--- src/rtl/core/avsfg_pkg.sv ---
// Shared types and constants for the AVS start-code frame grouper.
`default_nettype none

package avsfg_pkg;

  localparam int CountWidthDef = 32;
  localparam int FramesWidth   = 32;
  localparam int DistWidth     = 10;

  // Start codes of interest; anything below SC_SEQ_HDR is a slice.
  localparam logic [7:0] SC_SEQ_HDR  = 8'hB0;
  localparam logic [7:0] SC_SEQ_END  = 8'hB1;
  localparam logic [7:0] SC_USER     = 8'hB2;
  localparam logic [7:0] SC_I_PIC    = 8'hB3;
  localparam logic [7:0] SC_EXT      = 8'hB5;
  localparam logic [7:0] SC_PB_PIC   = 8'hB6;

  localparam logic [1:0] ACT_DISCARD = 2'd0;
  localparam logic [1:0] ACT_START   = 2'd1;
  localparam logic [1:0] ACT_APPEND  = 2'd2;

  localparam logic [1:0] KIND_FRAME  = 2'd0;
  localparam logic [1:0] KIND_HEADER = 2'd1;
  localparam logic [1:0] KIND_END    = 2'd2;
  localparam logic [1:0] KIND_NONE   = 2'd3;

  localparam logic [1:0] CT_INVALID  = 2'd0;
  localparam logic [1:0] CT_P        = 2'd1;
  localparam logic [1:0] CT_B        = 2'd2;
  localparam logic [1:0] CT_I        = 2'd3;

  typedef enum logic [1:0] {
    MODE_SEARCH = 2'd0,
    MODE_FRAME  = 2'd1,
    MODE_HEADER = 2'd2
  } mode_t;

  typedef struct packed {
    logic [7:0] unit_code;
    logic [7:0] byte6;
    logic [7:0] byte7;
    logic [7:0] byte10;
    logic [7:0] byte11;
  } item_t;

  typedef struct packed {
    logic [1:0]             action;
    logic                   prior_group_ended;
    logic [1:0]             group_kind;
    logic                   group_is_single;
    logic [1:0]             coding_type;
    logic [DistWidth-1:0]   pic_dist;
    logic [3:0]             aspect_code;
    logic [3:0]             rate_code;
    logic [FramesWidth-1:0] frames_done;
  } result_t;

endpackage

`default_nettype wire

--- src/rtl/core/avsfg_core.sv ---
// Grouping state machine, frame counter and per-unit decision logic.
`default_nettype none

module avsfg_core #(
  parameter int COUNT_WIDTH = avsfg_pkg::CountWidthDef
) (
  input  wire logic             clk,
  input  wire logic             rst_n,
  input  wire logic             fire,
  input  wire avsfg_pkg::item_t item,
  output avsfg_pkg::result_t    result
);
  import avsfg_pkg::*;

  mode_t                  mode_r, mode_nxt;
  logic                   prev_slice_r, prev_slice_nxt;
  logic [COUNT_WIDTH-1:0] count_r, count_nxt;

  logic is_slice, closes, judge, pic_start, hdr_start, end_start;
  logic [1:0] pb_type;

  assign is_slice  = item.unit_code < SC_SEQ_HDR;
  assign pic_start = (item.unit_code == SC_I_PIC) || (item.unit_code == SC_PB_PIC);
  assign hdr_start = item.unit_code == SC_SEQ_HDR;
  assign end_start = item.unit_code == SC_SEQ_END;
  assign pb_type   = item.byte6[7:6];

  // frame closes on first non-slice after a slice; header on anything but user/ext
  always_comb begin
    closes = 1'b0;
    judge  = 1'b0;
    unique case (mode_r)
      MODE_FRAME: begin
        closes = prev_slice_r && !is_slice;
        judge  = closes;
      end
      MODE_HEADER: begin
        closes = (item.unit_code != SC_EXT) && (item.unit_code != SC_USER);
        judge  = closes;
      end
      default: begin
        judge = 1'b1;
      end
    endcase
  end

  // next state
  always_comb begin
    mode_nxt       = mode_r;
    prev_slice_nxt = prev_slice_r;
    count_nxt      = count_r;
    if (mode_r == MODE_FRAME && !closes) begin
      prev_slice_nxt = is_slice;
    end
    if (mode_r == MODE_FRAME && closes) begin
      count_nxt = count_r + COUNT_WIDTH'(1);
    end
    if (judge) begin
      priority if (pic_start) begin
        mode_nxt       = MODE_FRAME;
        prev_slice_nxt = 1'b0;
      end else if (hdr_start) begin
        mode_nxt = MODE_HEADER;
      end else begin
        mode_nxt = MODE_SEARCH;
      end
    end
  end

  always_ff @(posedge clk) begin
    if (!rst_n) begin
      mode_r       <= MODE_SEARCH;
      prev_slice_r <= 1'b0;
      count_r      <= '0;
    end else if (fire) begin
      mode_r       <= mode_nxt;
      prev_slice_r <= prev_slice_nxt;
      count_r      <= count_nxt;
    end
  end

  // outputs
  always_comb begin
    result                   = '0;
    result.prior_group_ended = closes;
    result.group_kind        = KIND_NONE;
    result.action            = ACT_DISCARD;
    if (!judge) begin
      result.action     = ACT_APPEND;
      result.group_kind = (mode_r == MODE_HEADER) ? KIND_HEADER : KIND_FRAME;
    end else if (pic_start) begin
      result.action     = ACT_START;
      result.group_kind = KIND_FRAME;
      if (item.unit_code == SC_I_PIC) begin
        result.coding_type = CT_I;
      end else begin
        result.coding_type = (pb_type == CT_P || pb_type == CT_B) ? pb_type : CT_INVALID;
        result.pic_dist    = {item.byte6, item.byte7[7:6]};
      end
    end else if (hdr_start) begin
      result.action      = ACT_START;
      result.group_kind  = KIND_HEADER;
      result.aspect_code = item.byte10[5:2];
      result.rate_code   = {item.byte10[1:0], item.byte11[7:6]};
    end else if (end_start) begin
      result.action          = ACT_START;
      result.group_kind      = KIND_END;
      result.group_is_single = 1'b1;
    end
    // low bits of the counter, zero-extended when the counter is narrower
    result.frames_done = FramesWidth'(count_nxt);
  end

endmodule

`default_nettype wire

--- src/rtl/core/avs_start_code_frame_grouper.sv ---
// Top level of the AVS start-code frame grouper: input and result registers around the core.
`default_nettype none

// One request per AVS start-code unit (start code plus payload bytes 6, 7, 10, 11).
// Units are grouped into frames (0xB3/0xB6 up to the first non-slice after a slice),
// sequence headers (0xB0 plus following user data / extensions) and sequence ends
// (0xB1, a group by itself). Every unit yields exactly one result request that tells
// whether it was discarded, started a group or was appended, whether it closed the
// previous group, and the decoded picture or sequence header fields. frames_done is
// the wrapping count of completed frames after this unit (low 32 bits of a
// COUNT_WIDTH-bit counter). Throughput is one unit per clock unless out_stall holds a
// full result register. A unit lands in the input register when accepted and moves
// into the result register once that register is free. The only loop is the small
// grouping state, which updates in the cycle a unit moves from the input register to
// the result register. in_stall rises only when both registers are full and
// out_stall is high.

module avs_start_code_frame_grouper #(
  parameter int COUNT_WIDTH = avsfg_pkg::CountWidthDef
) (
  input  wire logic        clk,
  input  wire logic        rst_n,
  input  wire logic        in_valid,
  output logic             in_stall,
  input  wire logic [7:0]  in_unit_code,
  input  wire logic [7:0]  in_header_byte6,
  input  wire logic [7:0]  in_header_byte7,
  input  wire logic [7:0]  in_header_byte10,
  input  wire logic [7:0]  in_header_byte11,
  output logic             out_valid,
  input  wire logic        out_stall,
  output logic [1:0]       out_action,
  output logic             out_prior_group_ended,
  output logic [1:0]       out_group_kind,
  output logic             out_group_is_single,
  output logic [1:0]       out_coding_type,
  output logic [avsfg_pkg::DistWidth-1:0]   out_pic_dist,
  output logic [3:0]       out_aspect_code,
  output logic [3:0]       out_rate_code,
  output logic [avsfg_pkg::FramesWidth-1:0] out_frames_done
);
  import avsfg_pkg::*;

  logic    in_vld_r, in_vld_nxt;
  item_t   item_r;
  logic    out_vld_r, out_vld_nxt;
  result_t res_r;
  result_t res_c;
  logic    out_free, fire, in_take;

  // result register can load when empty or being drained this cycle
  assign out_free = !out_vld_r || !out_stall;
  assign fire     = in_vld_r && out_free;
  assign in_stall = in_vld_r && !out_free;
  assign in_take  = in_valid && !in_stall;

  always_comb begin
    in_vld_nxt = in_vld_r;
    if (in_take) begin
      in_vld_nxt = 1'b1;
    end else if (fire) begin
      in_vld_nxt = 1'b0;
    end
    out_vld_nxt = out_vld_r;
    if (fire) begin
      out_vld_nxt = 1'b1;
    end else if (!out_stall) begin
      out_vld_nxt = 1'b0;
    end
  end

  always_ff @(posedge clk) begin
    if (!rst_n) begin
      in_vld_r  <= 1'b0;
      out_vld_r <= 1'b0;
    end else begin
      in_vld_r  <= in_vld_nxt;
      out_vld_r <= out_vld_nxt;
    end
  end

  always_ff @(posedge clk) begin
    if (in_take) begin
      item_r <= '{unit_code: in_unit_code, byte6: in_header_byte6,
                  byte7: in_header_byte7, byte10: in_header_byte10,
                  byte11: in_header_byte11};
    end
    if (fire) begin
      res_r <= res_c;
    end
  end

  avsfg_core #(
    .COUNT_WIDTH(COUNT_WIDTH)
  ) u_core (
    .clk   (clk),
    .rst_n (rst_n),
    .fire  (fire),
    .item  (item_r),
    .result(res_c)
  );

  assign out_valid             = out_vld_r;
  assign out_action            = res_r.action;
  assign out_prior_group_ended = res_r.prior_group_ended;
  assign out_group_kind        = res_r.group_kind;
  assign out_group_is_single   = res_r.group_is_single;
  assign out_coding_type       = res_r.coding_type;
  assign out_pic_dist          = res_r.pic_dist;
  assign out_aspect_code       = res_r.aspect_code;
  assign out_rate_code         = res_r.rate_code;
  assign out_frames_done       = res_r.frames_done;

endmodule

`default_nettype wire
--- config.mk ---
export PLATFORM = sky130hd
export DESIGN_NAME = avs_start_code_frame_grouper
export DESIGN_NICKNAME = d
export VERILOG_FILES = /design/src/rtl/core/avsfg_pkg.sv /design/src/rtl/core/avsfg_core.sv /design/src/rtl/core/avs_start_code_frame_grouper.sv
export SDC_FILE = /design/constraint.sdc
export NUM_CORES = 1
export LEC_CHECK = 0
export BUFFER_PORTS_ARGS = -buffer_cell sky130_fd_sc_hd__buf_2
export CAP_MARGIN = 10
export CORE_AREA = 5 5 127 129
export DETAILED_ROUTE_END_ITERATION = 7
export DIE_AREA = 0 0 132 134
export GPL_TIMING_DRIVEN = 1
export PLACE_DENSITY = 0.52
export SYNTH_ARGS = -nofsm -noshare
export SYNTH_HDL_FRONTEND = slang
export SYNTH_SLANG_ARGS = --single-unit
--- constraint.sdc ---
create_clock -name clk -period 3.5 [get_ports clk]
set_input_delay 0.175 -clock clk [delete_from_list [all_inputs] [get_ports clk]]
set_output_delay 0.175 -clock clk [all_outputs]
set_load 0.01 [all_outputs]
==> Yosys cells after proc, flatten, opt, wreduce, memory -nomap -nowiden <==
Index checks and enable logic that the tools add are counted.
{ "classes": {"add_sub_neg": 1, "n_lt_le_gt_ge": 1, "n_eq_ne": 11, "mux": 22, "bitwise": 3, "reduce_logical": 22} }
{ "op_table": {"columns": ["op", "count"], "rows": [
  ["$add A32 B1 Y32 const B", 1],
  ["$eq A8 B8 Y1 const B", 4],
  ["$mux W32", 1],
  ["$mux W2", 9],
  ["$ne A8 B8 Y1 const B", 2],
  ["$mux W1", 10],
  ["$reduce_or A3 Y1", 3],
  ["$lt A8 B8 Y1 const B", 1],
  ["$logic_and A1 B1 Y1", 7],
  ["$logic_not A1 Y1", 6],
  ["$eq A2 B1 Y1 const B", 2],
  ["$eq A2 B2 Y1 const B", 2],
  ["$pmux W1 S2", 2],
  ["$reduce_and A2 Y1", 2],
  ["$logic_or A1 B1 Y1", 3],
  ["$not A1 Y1", 3],
  ["$ne A2 B1 Y1 const B", 1],
  ["$reduce_bool A2 Y1", 1]
]} }
{ "totals": {"reg_bits": 133, "word_cells": 79} }

==> Longest topological paths before layout <==
Gate-level depths: netlist of run 1.
{ "logic_depth": {"ltp_word": 9, "ltp_mapped": 10, "ltp_nobuf": 8} }

==> Cells and area by module <==
From an unflattened synthesis of run 1, not the netlist that was laid out.
{ "unflattened": {"hier_cells": 448, "hier_area_um2": 5590.4} }
{ "modules_own_cells": {"columns": ["module", "instances", "cells_per_inst", "area_per_inst_um2", "seq_area_each_um2"], "rows": [
  ["avs_start_code_frame_grouper", 1, 106, 3026.7, 2982.9],
  ["avsfg_core", 1, 342, 2563.7, 700.7]
]} }

==> Least setup slack after synthesis of run 1 <==
Ideal clock, no wire load.
{ "synth_path": {"kind": "reg-to-reg", "start": "register out_vld_r, in the netlist out_valid", "end": "register u_core.count_r[22]", "setup_ps": 132, "arrival_time_ps": 2783, "t_required_ps": 3368, "slack_ps": 584, "path_stages_with_launch": 8, "period_less_slack_ps": 2916, "path_cell_list": "dfxtp_1 a21bo_2 inv_1 nand2_1 clkbuf_1 clkbuf_1 o31ai_1 a21oi_1"} }
{ "synth_via": {"elab_chain_len": 3} }
{ "synth_rtl": {"columns": ["element", "line_no", "text"], "rows": [
  ["from (decl)", "avs_start_code_frame_grouper.sv:46", "logic out_vld_r, out_vld_nxt;"],
  ["from (signal assigned)", "avs_start_code_frame_grouper.sv:78", "out_vld_r <= out_vld_nxt;"],
  ["$logic_not A1 Y1", "avs_start_code_frame_grouper.sv:52", "assign out_free = !out_vld_r || !out_stall;"],
  ["$logic_or A1 B1 Y1", "avs_start_code_frame_grouper.sv:52", null],
  ["$logic_and A1 B1 Y1", "avs_start_code_frame_grouper.sv:53", "assign fire = in_vld_r && out_free;"],
  ["named net fire", "avs_start_code_frame_grouper.sv:49", "logic out_free, fire, in_take;"],
  ["to (signal assigned)", "avsfg_core.sv:78", "count_r <= count_nxt;"],
  ["to (decl)", "avsfg_core.sv:17", "logic [COUNT_WIDTH-1:0] count_r, count_nxt;"]
]} }
The timed path passes the listed nets, and every way through them passes these cells.
A chain may end at the register's enable or synchronous reset.

==> Worst setup path after layout of run 1 <==
{ "layout_path": {"start": "register u_core.mode_r[1]", "end": "register u_core.count_r[3]"} }
{ "layout_via": {"elab_chain_len": 4, "word_cells_on_any_way": 5} }
{ "layout_rtl": {"columns": ["element", "line_no", "text"], "rows": [
  ["from (decl)", "avsfg_core.sv:15", "mode_t mode_r, mode_nxt;"],
  ["from (signal assigned)", "avsfg_core.sv:76", "mode_r <= mode_nxt;"],
  ["$eq A2 B2 Y1 / $eq A2 B1 Y1 (equally long branches)", "avsfg_core.sv:32, avsfg_core.sv:55", null],
  ["$pmux W1 S2", "avsfg_core.sv:32", "unique case (mode_r)"],
  ["$logic_and A1 B1 Y1 (*)", "avsfg_core.sv:55", "if (mode_r == MODE_FRAME && closes) begin"],
  ["$mux W32 (*)", "avsfg_core.sv:55", null]
]} }
Mark *: on every way between the ends. The rest lies on a longest branch, timed or not.

==> flow_summary.toml, run 1 <==
[setup_path]
ff2ff_setup_slack_ns = 0.92
setup.worst_path.class = "reg2reg"
worstPathMaxFanout = 37
timing.critical_path.arrival_ns = 2.90
timing.critical_path.from_type = "flip-flop"
worst-endpoint-required_ns = 3.82
endpoint_kind = "flip-flop"

[route]
vias_per_cell = 5.08
met3RoutedLength_um = 722
drt_pre_antenna_iters = 6
drc = 0
vias = 3909
drt-initial-drc-count = 210
met1Wirelength_mm = 5.20
drtAntennaViolNets = 0
maxUsedRoutingLayer = "met4"
detail_route.wirelength_mm = 11.5
avgRoutedWirePerCell_um = 14.9
detailroute.wirelength.met2_mm = 5.46

[placement]
hpwl_after_dpl_mm = 7.41
dp_slack_ns = 0.909
gp_routability_congestion = 0.790
port-buffer-count = 89
dpl-instance-area_sq_um = 6010

[layout]
post-route-util = 0.460
layout.cells.most_common = "sky130_fd_sc_hd__buf_2"
most-common-layout-cells = "89 x sky130_fd_sc_hd__buf_2, 84 x sky130_fd_sc_hd__edfxtp_1, 37 x sky130_fd_sc_hd__dfxtp_1, 33 x sky130_fd_sc_hd__a21oi_1, 27 x sky130_fd_sc_hd__dlygate4sd3_1"
final_layout_size_suffix_gt1_frac = 0.247
synthToLayoutAreaGrowth_pct = 28.1
num_antenna_cells = 0
design.final.nets = 616
final_cell_area_sq_um = 6870

[flow_run]
drv.max_cap_violation_count = 0

[logic_synthesis]
synth_area_sq_um = 5360
mappedNetlistNets = 494
avgSynthCellArea_sq_um = 12.0
synth_seq_cells = 121
synth-edff-count = 84
yosysWarningCount = 0
yosys.cell_types.count = 51
netlist_instances = 447
yosysSeqAreaShare = 0.609
postSynth.topFlopCell = "sky130_fd_sc_hd__edfxtp_1"
ys_async_sr_fraction = 0

[global_routing]
antenna_found_initial = 0
global_route_wire_length_before_repair_mm = 19.0
grt_use_total = 0.133
grt_overflow_total = 0
pin_count_of_the_biggest_net_entering_global_routing = 64
first_global_vias = 3830

[clock_tree]
clock_sinks = 121
clkLatencyLatePin_ns = 0.41
cts_buffer_depth = 2
ctsRootBufferMaster = "sky130_fd_sc_hd__clkbuf_16"
clk_pin_slew_worst_paths_ns = 0.05
cts_setup_buffers = 0
tritoncts = "done"
cts-buffers-inserted = 17
htreeDepth = 4

[die]
fp.dieH_um = 134
dieWidth_um = 132
die_area_sq_um = 17700
placement_rows = 45
initial_standard_cell_utilization_of_the_core = 0.359
coreArea_sq_um = 14900
io_pins = 104

[sta]
final_critical_period_ns = 2.58
relSlewSlack = 0.318
worst_slew_pin_tran_ns = 1.02
min_period_over_period = 0.737
totalNegativeSetupSlack_ns = 0
final_critical_path_setup_slack_ns = 0.922
grt_setup_unrepaired = "no"
maxSlewViolCount = 0
fmaxAchievable_mhz = 388
hold_violations = 0
clock-skew-final_ns = 0.00853
setup_viol_count_final = 0

[power_and_ir_drop]
fin_total_pwr_uw = 3470
cellPowerDensity_nw_per_um2 = 505
cellLeakagePower_uw = 0.00253
worst_ir_drop_vdd_v = 0.000374

[worst_hold_path]
holdCritPathClass = "in2reg"

[run_status]
status = "finished clean"
==> stage by stage <==
stage | hold slack, ns | cells
after floorplan | 0.274 | 447
after global placement | 0.352 | 711
after detailed placement | 0.353 | 711
after CTS | 0.0169 | 770
after global routing | 0.0417 | 770
final | 0.0410 | 770
==> cell usage after synthesis (2+ instances only) <==
cell                       count  area, sq um
sky130_fd_sc_hd__nor2b_1       4         25.0
sky130_fd_sc_hd__and2_1       10         62.6
sky130_fd_sc_hd__nand2_1      19         71.3
sky130_fd_sc_hd__a21oi_1      33          165
sky130_fd_sc_hd__and3_1       13         81.3
sky130_fd_sc_hd__nand4_1       8         50.1
sky130_fd_sc_hd__nand3_2       3         30.0
sky130_fd_sc_hd__mux2i_1       7         70.1
sky130_fd_sc_hd__nor4_4        2         42.5
sky130_fd_sc_hd__nand3_1      14         70.1
sky130_fd_sc_hd__or4_1        22          165
sky130_fd_sc_hd__or3_1         4         25.0
sky130_fd_sc_hd__o21ai_0       7         35.0
sky130_fd_sc_hd__nand2b_1      8         50.1
sky130_fd_sc_hd__inv_1        16         60.1
sky130_fd_sc_hd__nor4_1       11         68.8
sky130_fd_sc_hd__buf_2        10         50.1
sky130_fd_sc_hd__o31ai_1      21          158
sky130_fd_sc_hd__clkbuf_1      9         33.8
sky130_fd_sc_hd__ha_1          3         37.5
sky130_fd_sc_hd__dfxtp_1      37          741
sky130_fd_sc_hd__edfxtp_1     84         2520
sky130_fd_sc_hd__nor2_1       26         97.6
sky130_fd_sc_hd__nor3_1       14         70.1
sky130_fd_sc_hd__and4_1        2         17.5
sky130_fd_sc_hd__or3_4         2         22.5
sky130_fd_sc_hd__xor2_1       26          228
sky130_fd_sc_hd__xnor2_1       6         52.6
sky130_fd_sc_hd__nand3b_1      4         30.0
==> metal layers <==
| layer | up-vias | track usage |
|---|---|---|
| met1 | 1859 | 0.165 |
| met5 | - | 0 |
| met2 | 104 | 0.216 |
| met4 | 0 | 0.0394 |
| met3 | 11 | 0.0488 |
| li1 | 1935 | - |
==> state kept, by name, indices dropped and copies added, names as in the netlist, 2 cells and up <==
| register | count |
|---|---|
| out_coding_type | 2 |
| out_rate_code | 4 |
| out_frames_done | 32 |
| item_r | 26 |
| out_pic_dist | 10 |
| out_action | 2 |
| out_group_kind | 2 |
| u_core.count_r | 32 |
| u_core.mode_r | 2 |
| out_aspect_code | 4 |
==> where the power goes <==
group | total [uW] | internal [uW] | switching (uW)
combinational | 139 | 62.5 | 77.0
sequential | 1600 | 1580 | 17.7
clock | 1730 | 1110 | 616
total | 3470 | 2760 | 711
==> worst paths after layout <==
path                     from                 to  cells after the start
max          u_core.mode_r[1]  u_core.count_r[3]                      8
min                 out_stall          out_valid                      3
max reg2reg  u_core.mode_r[1]  u_core.count_r[3]                      8
min reg2reg          in_vld_r          out_valid                      2
==> kinds of logic after synthesis <==
group                    count (synthesis)  synth area share
flip-flops                             121             0.609
AND/OR/NAND/NOR                        176             0.202
multiplexers                             8            0.0152
buffers and inverters                   35            0.0269
AO/OA/AOI/OAI                           72            0.0873
adder cells (fa/ha/maj)                  3           0.00701
XOR/XNOR                                32            0.0523
==> critical path, stage by stage, from the launching register on <==
cell	delay (ns)
sky130_fd_sc_hd__dfxtp_1	0.32
sky130_fd_sc_hd__inv_1	0.06
sky130_fd_sc_hd__ha_1	0.31
sky130_fd_sc_hd__nand3_1	0.18
sky130_fd_sc_hd__nor3_1	0.40
sky130_fd_sc_hd__a21oi_4	0.25
sky130_fd_sc_hd__buf_4	0.29
sky130_fd_sc_hd__or4_1	0.52
sky130_fd_sc_hd__a21oi_1	0.15
==> timing repair <==
action / 4_1_cts / 5_1_grt
endpoints found under the hold margin: 27 / 0
hold buffers: 27 / 0
setup endpoints to repair: 0 / 0
resized for setup: 0 / 0
==> final cells by class <==
type | count | area (sq um)
Clock inverter | 13 | 153
Timing Repair Buffer | 122 | 761
Clock buffer | 19 | 433
Multi-Input combinational cell | 291 | 1960
Inverter | 16 | 60.1
Tap cell | 188 | 235
Fill cell | 1393 | 8050
Sequential cell | 121 | 3260
(Power assumes the default switching activity.)
==> run 2: changes to the inputs <==
==> constraint.sdc (replaced) <==
create_clock -name clk -period 2.5 [get_ports clk]
set_input_delay 0.125 -clock clk [delete_from_list [all_inputs] [get_ports clk]]
set_output_delay 0.125 -clock clk [all_outputs]
set_load 0.01 [all_outputs]
==> run 2 against run 1 <==
Compared with the run above: critical path depth fell by 3; maximum frequency increased by 13%; non-clock buffer count up 10; flip-flop and latch count is the same; combinational power grew 44%; die area did not move; first-iteration DRC count grew 2.4%.
==> flow_summary.toml, run 2 (synthesis gave the netlist of run 1 again) <==
[route]
vias = 3957
drtAntennaViolNets = 0
avgRoutedWirePerCell_um = 14.8
drt_pre_antenna_iters = 5
drt-initial-drc-count = 215
detail_route.wirelength_mm = 11.6
vias_per_cell = 5.07
drc = 0

[clock_tree]
clock_sinks = 121
cts-buffers-inserted = 17
ctsRootBufferMaster = "sky130_fd_sc_hd__clkbuf_16"
htreeDepth = 4
clk_pin_slew_worst_paths_ns = 0.05
tritoncts = "done"
clkLatencyLatePin_ns = 0.42
cts_buffer_depth = 2

[setup_path]
timing.critical_path.from_type = "flip-flop"
worstPathMaxFanout = 20
worst-endpoint-required_ns = 2.66
timing.critical_path.arrival_ns = 2.43
endpoint_kind = "flip-flop"
setup.worst_path.class = "reg2reg"

[layout]
design.final.nets = 626
num_antenna_cells = 0
most-common-layout-cells = "89 x sky130_fd_sc_hd__buf_2, 84 x sky130_fd_sc_hd__edfxtp_1, 37 x sky130_fd_sc_hd__dfxtp_1, 33 x sky130_fd_sc_hd__a21oi_1, 28 x sky130_fd_sc_hd__dlygate4sd3_1"
post-route-util = 0.465
synthToLayoutAreaGrowth_pct = 29.3
final_layout_size_suffix_gt1_frac = 0.255
layout.cells.most_common = "sky130_fd_sc_hd__buf_2"

[power_and_ir_drop]
cellLeakagePower_uw = 0.00256
combPwrFrac = 0.042
sequential_share_of_power = 0.472
cellPowerDensity_nw_per_um2 = 684
power.share.switching = 0.203
switching_power_uw = 965
worst_ir_drop_vdd_v = 0.000437
p_int_uw = 3780
clock_power_share = 0.485

[die]
die_area_sq_um = 17700
fp.dieH_um = 134
initial_standard_cell_utilization_of_the_core = 0.359
coreArea_sq_um = 14900
dieWidth_um = 132
io_pins = 104
placement_rows = 45

[flow_run]
drv.max_cap_violation_count = 0

[sta]
worst_slew_pin_tran_ns = 0.711
hold_slack_ns = 0.0991
totalNegativeSetupSlack_ns = 0
maxSlewViolCount = 0
setup_viol_count_final = 0
fmaxAchievable_mhz = 439
final_critical_period_ns = 2.28
grt_setup_unrepaired = "no"
min_period_over_period = 0.910
clock-skew-final_ns = 0.0190
hold_violations = 0
relSlewSlack = 0.524

[global_routing]
first_global_vias = 3862
global_route_wire_length_before_repair_mm = 19.3
grt_use_total = 0.136
antenna_found_initial = 0
pin_count_of_the_biggest_net_entering_global_routing = 45
grt_overflow_total = 0

[run_status]
status = "finished clean"

[placement]
gp_routability_congestion = 0.793
hpwl_after_dpl_mm = 7.61
port-buffer-count = 89

[worst_hold_path]
holdCritPathClass = "in2reg"
==> run 2: changes by cell type in the layout (fill, tap and decap cells not counted), sizes merged <==
cell / before / now
dlygate4sd3: 27 / 28
buf: 95 / 104
bufinv: 3 / 2
clkinv: 7 / 8
inv: 17 / 15
clkbuf: 19 / 21
==> run 2: final timing paths <==
path	from	endpoint	slack, ns	cells past startpoint
max	item_r[32]	out_frames_done[31]	0.22	5
min	rst_n	u_core.prev_slice_r	0.1	2
max reg2reg	item_r[32]	out_frames_done[31]	0.22	5
min reg2reg	in_vld_r	out_valid	0.49	2
==> run 2: per-stage QoR <==
step / power (uW) / instances / setup WS [ns] / instance area, sq um
2_1_floorplan: 2360 / 447 / 0.0768 / 5370
3_3_place_gp: 2450 / 718 / 0.212 / 6070
3_5_place_dp: 2450 / 718 / 0.135 / 6070
4_1_cts: 4810 / 778 / 0.112 / 6910
5_1_grt: 4930 / 780 / 0.0818 / 6930
6_report: 4740 / 780 / 0.224 / 6930
==> run 2: per-layer routing <==
layer	wire, um	global-route usage	up-vias
met5	0	0	-
li1	-	-	1958
met3	719	0.0461	17
met2	5430	0.211	110
met1	5240	0.172	1872
met4	180	0.0606	0
==> run 2: worst max-delay path, stage by stage (launching register included) <==
cell                       delay, ns
sky130_fd_sc_hd__edfxtp_1       0.51
sky130_fd_sc_hd__and3b_1        0.27
sky130_fd_sc_hd__o211ai_4       0.28
sky130_fd_sc_hd__a21oi_4        0.22
sky130_fd_sc_hd__or4_1          0.59
sky130_fd_sc_hd__xnor2_1        0.15
==> run 2: final cells by class <==
cell class,instances,area (sq um)
Multi-Input combinational cell,291,1970
Sequential cell,121,3260
Tap cell,188,235
Inverter,16,63.8
Clock inverter,11,106
Clock buffer,21,450
Timing Repair Buffer,132,838
Fill cell,1366,7990
==> run 2: timing repair <==
action,in CTS,in global routing
setup buffers,0,2
endpoints found under the setup margin,0,13
resized for setup,0,2
hold endpoints to repair,28,0
hold buffers,28,0
==> run 2: power groups by stage <==
| stage | logic [uW] | clock network [uW] | registers (uW) |
|---|---|---|---|
| floorplan | 54.8 | 0 | 2300 |
| global placement | 169 | 0 | 2280 |
| detailed placement | 171 | 0 | 2280 |
| CTS | 204 | 2360 | 2240 |
| global route | 221 | 2460 | 2240 |
| finish | 200 | 2300 | 2240 |
